--- config.mk ---
export PLATFORM = sky130hd
export DESIGN_NAME = ffba_cell
export DESIGN_NICKNAME = d
export VERILOG_FILES = /design/src/design/ffba_pkg.sv /design/src/design/ffba_cell.sv
export SDC_FILE = /design/constraint.sdc
export NUM_CORES = 1
export LEC_CHECK = 0
export BUFFER_PORTS_ARGS = -buffer_cell sky130_fd_sc_hd__buf_2
export CAP_MARGIN = 30
export CORE_AREA = 2 2 121 87
export CTS_CLUSTER_SIZE = 40
export DETAILED_ROUTE_END_ITERATION = 8
export DIE_AREA = 0 0 123 89
export PLACE_DENSITY_LB_ADDON = 0.1
export SYNTH_ARGS = -nofsm -noshare
export SYNTH_HDL_FRONTEND = slang
export SYNTH_SLANG_ARGS = --single-unit
--- constraint.sdc ---
create_clock -name clk -period 2.35 [get_ports clk]
set_input_delay 0.235 -clock clk [delete_from_list [all_inputs] [get_ports clk]]
set_output_delay 0.235 -clock clk [all_outputs]
set_load 0.005 [all_outputs]
--- src/design/ffba_pkg.sv ---
// Shared types and constants of the first-fit block allocator.
// No dependencies.
package ffba_pkg;

  localparam int POOL_BYTES_DEF = 4096;
  localparam int MAX_BLOCKS_DEF = 64;

  localparam logic FUNC_ALLOC = 1'b0;
  localparam logic FUNC_FREE  = 1'b1;

  typedef struct packed {
    logic        func;
    logic [12:0] req_size;
    logic [11:0] free_offset;
  } req_t;

  typedef struct packed {
    logic        ok;
    logic [11:0] result_offset;
    logic [12:0] used_bytes;
  } rsp_t;

  // Control part of the token that walks the cell chain
  typedef struct packed {
    logic active;  // token present at this cell
    logic func;    // operation of the request
    logic found;   // an earlier cell already served the request
    logic ins;     // carried entry must be inserted, later entries shift up
  } tok_ctrl_t;

endpackage

--- src/design/ffba_cell.sv ---
// One table entry of the allocator chain, plus one stage of the walking token.
// Depends on ffba_pkg.
module ffba_cell import ffba_pkg::*; #(
  parameter int POOL_BYTES = POOL_BYTES_DEF,
  parameter bit FIRST      = 1'b0,
  parameter int OW         = $clog2(POOL_BYTES),
  parameter int SW         = $clog2(POOL_BYTES + 1)
) (
  input  logic          clk,
  input  logic          rst,
  input  logic          full,
  input  logic [12:0]   req_size,
  input  logic [11:0]   free_offset,
  input  tok_ctrl_t     tin,
  input  logic          tin_cval,
  input  logic          tin_calloc,
  input  logic [OW-1:0] tin_coff,
  input  logic [SW-1:0] tin_csize,
  input  logic [OW-1:0] tin_roff,
  input  logic [SW-1:0] tin_rsize,
  output tok_ctrl_t     tout,
  output logic          tout_cval,
  output logic          tout_calloc,
  output logic [OW-1:0] tout_coff,
  output logic [SW-1:0] tout_csize,
  output logic [OW-1:0] tout_roff,
  output logic [SW-1:0] tout_rsize,
  output logic          val
);

  localparam int RW = (SW > 13) ? SW : 13;
  localparam int KW = (OW > 12) ? OW : 12;

  logic          alloc;
  logic [OW-1:0] offset;
  logic [SW-1:0] size;
  logic          hit_alloc;
  logic          hit_free;
  logic [SW-1:0] rest;

  // Match tests of this entry against the passing request
  assign hit_alloc = tin.active && !tin.found && (tin.func == FUNC_ALLOC) && val && !alloc &&
                     (req_size != 13'd0) && (RW'(size) >= RW'(req_size));
  assign hit_free  = tin.active && !tin.found && (tin.func == FUNC_FREE) && val && alloc &&
                     (KW'(offset) == KW'(free_offset));
  assign rest      = size - SW'(req_size);

  // Entry state: take the carried entry during an insert wave, update on a hit
  always_ff @(posedge clk) begin
    if (rst) begin
      val    <= FIRST;
      alloc  <= 1'b0;
      offset <= '0;
      size   <= FIRST ? SW'(POOL_BYTES) : '0;
    end else if (tin.active && tin.ins) begin
      val    <= tin_cval;
      alloc  <= tin_calloc;
      offset <= tin_coff;
      size   <= tin_csize;
    end else if (hit_alloc) begin
      alloc <= 1'b1;
      size  <= SW'(req_size);
    end else if (hit_free) begin
      alloc <= 1'b0;
    end
  end

  // Token stage: advance the request and its result to the next cell
  always_ff @(posedge clk) begin
    if (rst) begin
      tout <= '0;
    end else begin
      tout.active <= tin.active;
      tout.func   <= tin.func;
      tout.found  <= tin.found || hit_alloc || hit_free;
      tout.ins    <= tin.active && (tin.ins || (hit_alloc && (rest != '0) && !full));
    end
  end

  always_ff @(posedge clk) begin
    if (tin.ins) begin
      tout_cval   <= val;
      tout_calloc <= alloc;
      tout_coff   <= offset;
      tout_csize  <= size;
    end else begin
      tout_cval   <= 1'b1;
      tout_calloc <= 1'b0;
      tout_coff   <= OW'(SW'(offset) + SW'(req_size));
      tout_csize  <= rest;
    end
    if (hit_alloc) begin
      tout_roff  <= offset;
      tout_rsize <= SW'(req_size);
    end else if (hit_free) begin
      tout_roff  <= offset;
      tout_rsize <= size;
    end else begin
      tout_roff  <= tin_roff;
      tout_rsize <= tin_rsize;
    end
  end

endmodule

# Word level (Yosys, flattened, before mapping)
# Cells that the tools add are included.
[word_totals]
register_bits = 83
input_bits = 84
output_inout_bits = 57
word_cells = 54
[op_classes]
add_sub_neg = 2
n_lt_le_gt_ge = 1
eq_ne = 1
mux = 11
bitwise = 1
n_reduce_logical = 24
[op_table]
columns = ["cell", "n"]
rows = [
  ["$mux 13", 5],
  ["$mux 12", 3],
  ["$reduce_bool 13->1", 2],
  ["$logic_and 1x1->1", 14],
  ["$ge 13x13->1", 1],
  ["$sub 13x13->13", 1],
  ["$add 12x12->12", 1],
  ["$eq 12x12->1", 1],
  ["$logic_not 1->1", 3],
  ["$logic_or 1x1->1", 3],
  ["$mux 1", 3],
  ["$reduce_bool 3->1", 1],
  ["$reduce_bool 2->1", 1],
  ["$not 1->1", 1],
]

# Logic depth before layout (Yosys ltp)
[depth]
depth_word = 11
mapped_depth = 11

# Worst setup path after synthesis
# Ideal clock, no wire load.
[synth_path]
kind = "reg2reg"
from = "reg size[4]"
to = "reg tout_roff[10]"
arrival_time_ns = 2.346
setup_slack_ns = -0.117
path_stages_with_launch = 10
synth_period_minus_slack_ns = 2.467
path_cell_list = "dfxtp_1 -> ha_1 -> a21oi_2 -> and2_2 -> nand3_1 -> a221o_1 -> a211oi_4 -> nand2_4 -> buf_6 -> mux2_4"
[synth_between]
elab_chain_len = 3
[synth_rtl]
columns = ["item", "line", "text"]
rows = [
  ["start: declaration", "ffba_cell.sv:36", "logic [SW-1:0] size;"],
  ["start signal: assignment", "ffba_cell.sv:54", "size <= FIRST ? SW'(POOL_BYTES) : '0;"],
  ["start signal: assignment", "ffba_cell.sv:59", "size <= tin_csize;"],
  ["start signal: assignment", "ffba_cell.sv:62", "size <= SW'(req_size);"],
  ["$ge 13x13->1", "ffba_cell.sv:43", "(req_size != 13'd0) && (RW'(size) >= RW'(req_size));"],
  ["$logic_and 1x1->1", "ffba_cell.sv:43", ""],
  ["$mux 12", "ffba_cell.sv:92", "if (hit_alloc) begin"],
  ["end signal: assignment", "ffba_cell.sv:93", "tout_roff <= offset;"],
  ["end signal: assignment", "ffba_cell.sv:96", "tout_roff <= offset;"],
  ["end signal: assignment", "ffba_cell.sv:99", "tout_roff <= tin_roff;"],
  ["end: declaration", "ffba_cell.sv:26", "output logic [OW-1:0] tout_roff,"],
]
# No other way between the ends.
# A chain may end at the register's enable or synchronous reset.

# Final worst setup path
[layout_path]
from = "reg size[1]"
to = "reg size[0]"
[layout_between]
elab_chain_len = 3
[layout_rtl]
columns = ["item", "line"]
rows = [
  ["$ge 13x13->1", "ffba_cell.sv:43"],
  ["$logic_and 1x1->1", "ffba_cell.sv:43"],
  ["$reduce_bool 2->1 (no line)", "n/a"],
]
# No other way between the ends.

==> impl_results.md <==
- Synth Cell Area: 4310 sq um
- Top cell type's share of synthesized area: 38.5%
- Pin count of the biggest net entering global routing: 53
- Final Critical Period: roughly 2.5 ns
- Setup crit start: size[1]$_SDFFE_PP0P_
- FILL cells: 784
- Via/cell ratio: approximately 5.5
- Worst skew pair latency: 0.34 ns
- Core area: 9680 sq um
- Port Buffers: 140
- Initial antenna violation count: 0
- Final setup vio count: 37
- Synth Instances: slightly below 500
- Crit Path Max Fanout: 5
- Fin. Hold Viols: 0
- DIE AREA: 10900 sq um
- H-tree Lvls: 3
- Ant. Diodes: 0
- Unique masters post-synth: 59
- Post-synth EDFFs: 0
- Crit path kind: flip-flop to flip-flop
- Final Cycle Share: 108%
- R2r setup slk: -0.19 ns
- Reg area: ~1700 sq um
- Nets@finish: 828
- Slew margin rel.: 61.4%
- Placement Setup Slack: -0.215 ns
- Area grow syn2layout: 54.2%
- Initial core utilization: 44.5%
- Cts bufs inserted: 9
- Hold_buf cts: 0
- Wire per inst: between 15 and 20 um
- Worst-path clk slew: 0.06 ns
- Leakage power: approximately 3.2 nW
- Fin util: 68.7%
- Worst R2R End: size[0]$_SDFFE_PP0P_
- Drt drc: 0
- Reg2reg start: size[1]$_SDFFE_PP0P_
- Die Y: 89 um
- DRT Wirelength: ~15 mm
- Max Clk Rate: 394 MHz
- Async SR Flop Fraction: 0%
- Total power per unit cell area: 597 nW/um^2
- Drt first pass iters: 4
- Area leader, netlist: dfxtp_1
- Seq cells post-synth: 83
- Post-DP HPWL: roughly 11 mm
- Antenna viol nets, final: 0
- Most frequent cells after synthesis: dfxtp_1, nand2_1, o21ai_0
- Syn nets: 599
- Critical Path Sink: size[0]$_SDFFE_PP0P_
- RSZ-0062 raised after global routing: true
- Most numerous cell in the Yosys netlist: dfxtp_1
- Slew @ Worst Pin: a little under 0.6 ns
- Routability cong.: 0.924
- Max IR drop VDD: 0.409 mV
- Max Slew Vio Count: 0
- Io pins: 141
- CTS Root Cell: clkbuf_16
- Num rows: 30
- Synthesis warning total: 0
- Final Skew: 0.00898 ns
- Most used flip-flop cell after synthesis: dfxtp_1
- WP data arrival: 2.77 ns
- Max Cap Violations: 0
- First-pass GRT wire length: 22.1 mm
- Type of origin of the critical path: flip-flop
- TritonCTS Sinks: 83
- Area occupied by multi-input gates: between 2000 and 3000 sq um
- Failing checks: negative setup slack
- Vias in the first global route: 4338
- Via count: 4649
- Total Routing Usage GR: 26.5%
- Die Span X: 123 um
- Share of layout cells above drive strength 1: between 40% and 50%
- Clk buf depth: 2
- Outcome: finished with violations
- DR iter-0 viols: 225
- Post-route setup slack: -0.187 ns
- Reg2Reg Depth: 10
- Post-synthesis sequential area ratio: 38.5%
- Hold Path Class: input pin to flip-flop
- GR Overflow Total: 0
- CTS tree: built
- CP endpoint kind: flip-flop
- Synth area leaders: dfxtp_1, nand2_1, ha_1, mux2_4, o21ai_0
- Synthesized area per cell: just under 9 sq um
- WP data required: about 2.6 ns
==> per-layer routing <==
layer | vias to the layer above | wire length (um) | global-route usage (%)
li1 | 2216 | - | -
met1 | 2214 | 7150 | 36.2
met2 | 191 | 6810 | 43.2
met3 | 28 | 1020 | 5.29
met4 | 0 | 271 | 6.92
met5 | - | 0 | 0
==> critical path: stages (launching register included) <==
cell,delay (ns)
dfxtp_4,0.36
ha_4,0.21
nor2b_4,0.12
o2111ai_2,0.20
nand3_2,0.11
a221o_1,0.40
a211oi_4,0.35
buf_6,0.20
buf_8,0.14
nand2_2,0.06
a311oi_2,0.29
==> flip-flops by register name, indices dropped and copies added, names as in the netlist <==
signal       cells
tout_calloc      1
tout_csize      13
tout             4
size            13
offset          12
tout_coff       12
tout_cval        1
tout_roff       12
val              1
tout_rsize      13
alloc            1
==> cell type report <==
cell class | count | area share (%)
inverter | 23 | 1.30
timing repair buffer | 238 | 23.1
clock buffer | 11 | 3.50
sequential | 83 | 25.2
clock inverter | 3 | 0.978
tap | 128 | 2.41
multi-input combinational | 363 | 43.6
==> layout by cell type, fill, tap and decap left out, types with 6 or more instances in the layout <==
master and instances:
ha_1 14, nor3_1 8, o21a_1 9, a311oi_2 9, a21oi_1 23, nand2_1 69, dfxtp_1 77, buf_6 6
clkbuf_16 11, nand2_2 6, inv_1 22, nand2_4 7, ha_4 8, mux2_4 10, xnor2_1 6, xor2_1 16
buf_2 140, o21ai_0 22, mux2i_1 14, buf_4 86, nor2_1 29
==> where the power goes <==
group	internal (mW)	total, mW	switching [mW]
Combinational	0.480	0.942	0.462
Clock	0.918	1.46	0.540
Sequential	1.52	1.57	0.0505
Total	2.92	3.97	1.05
==> cell families (layout without fill, tap and decap cells) <==
| group | count (synthesis) | after routing | synth area share [%] |
|---|---|---|---|
| xor+xnor | 23 | 23 | 4.67 |
| buf+inv | 44 | 275 | 4.29 |
| flops | 83 | 83 | 38.5 |
| fa+ha+maj | 26 | 26 | 7.89 |
| compound gates | 119 | 119 | 18.8 |
| simple gates | 165 | 166 | 17.8 |
| mux | 29 | 29 | 8.04 |
==> timing repair <==
item	in CTS	in global routing
endpoints found under the hold margin	0	0
gates cloned	1	3
endpoints found under the setup margin	46	46
gates resized for setup	26	76
pin swaps	18	34
buffers inserted	4	8
==> how the worst min path moves through the flow <==
stage	start	end	slack, ns	depth (start not counted)
after floorplan	tin[3]	tout[3]$_SDFF_PP0_	0.36	2
after global placement	tin_roff[0]	tout_roff[0]$_DFF_P_	0.46	2
after detailed placement	tin_roff[3]	tout_roff[3]$_DFF_P_	0.47	2
after CTS	tin_roff[6]	tout_roff[6]$_DFF_P_	0.12	2
after global routing	tin_roff[6]	tout_roff[6]$_DFF_P_	0.12	2
final	tin_roff[10]	tout_roff[10]$_DFF_P_	0.12	2
==> metrics by stage <==
step | power (mW) | hold WS (ns) | TNS, ns | cell area (sq um) | std cells
2_1_floorplan | 1.99 | 0.355 | -0.998 | 4380 | 489
3_3_place_gp | 2.40 | 0.461 | -3.85 | 5780 | 820
3_5_place_dp | 2.42 | 0.468 | -6.60 | 5780 | 820
4_1_cts | 3.90 | 0.116 | -0.214 | 6240 | 839
5_1_grt | 4.11 | 0.116 | -5.31 | 6650 | 849
6_report | 3.97 | 0.122 | -2.85 | 6650 | 849
Note: power is estimated with default switching activity, not from simulation.
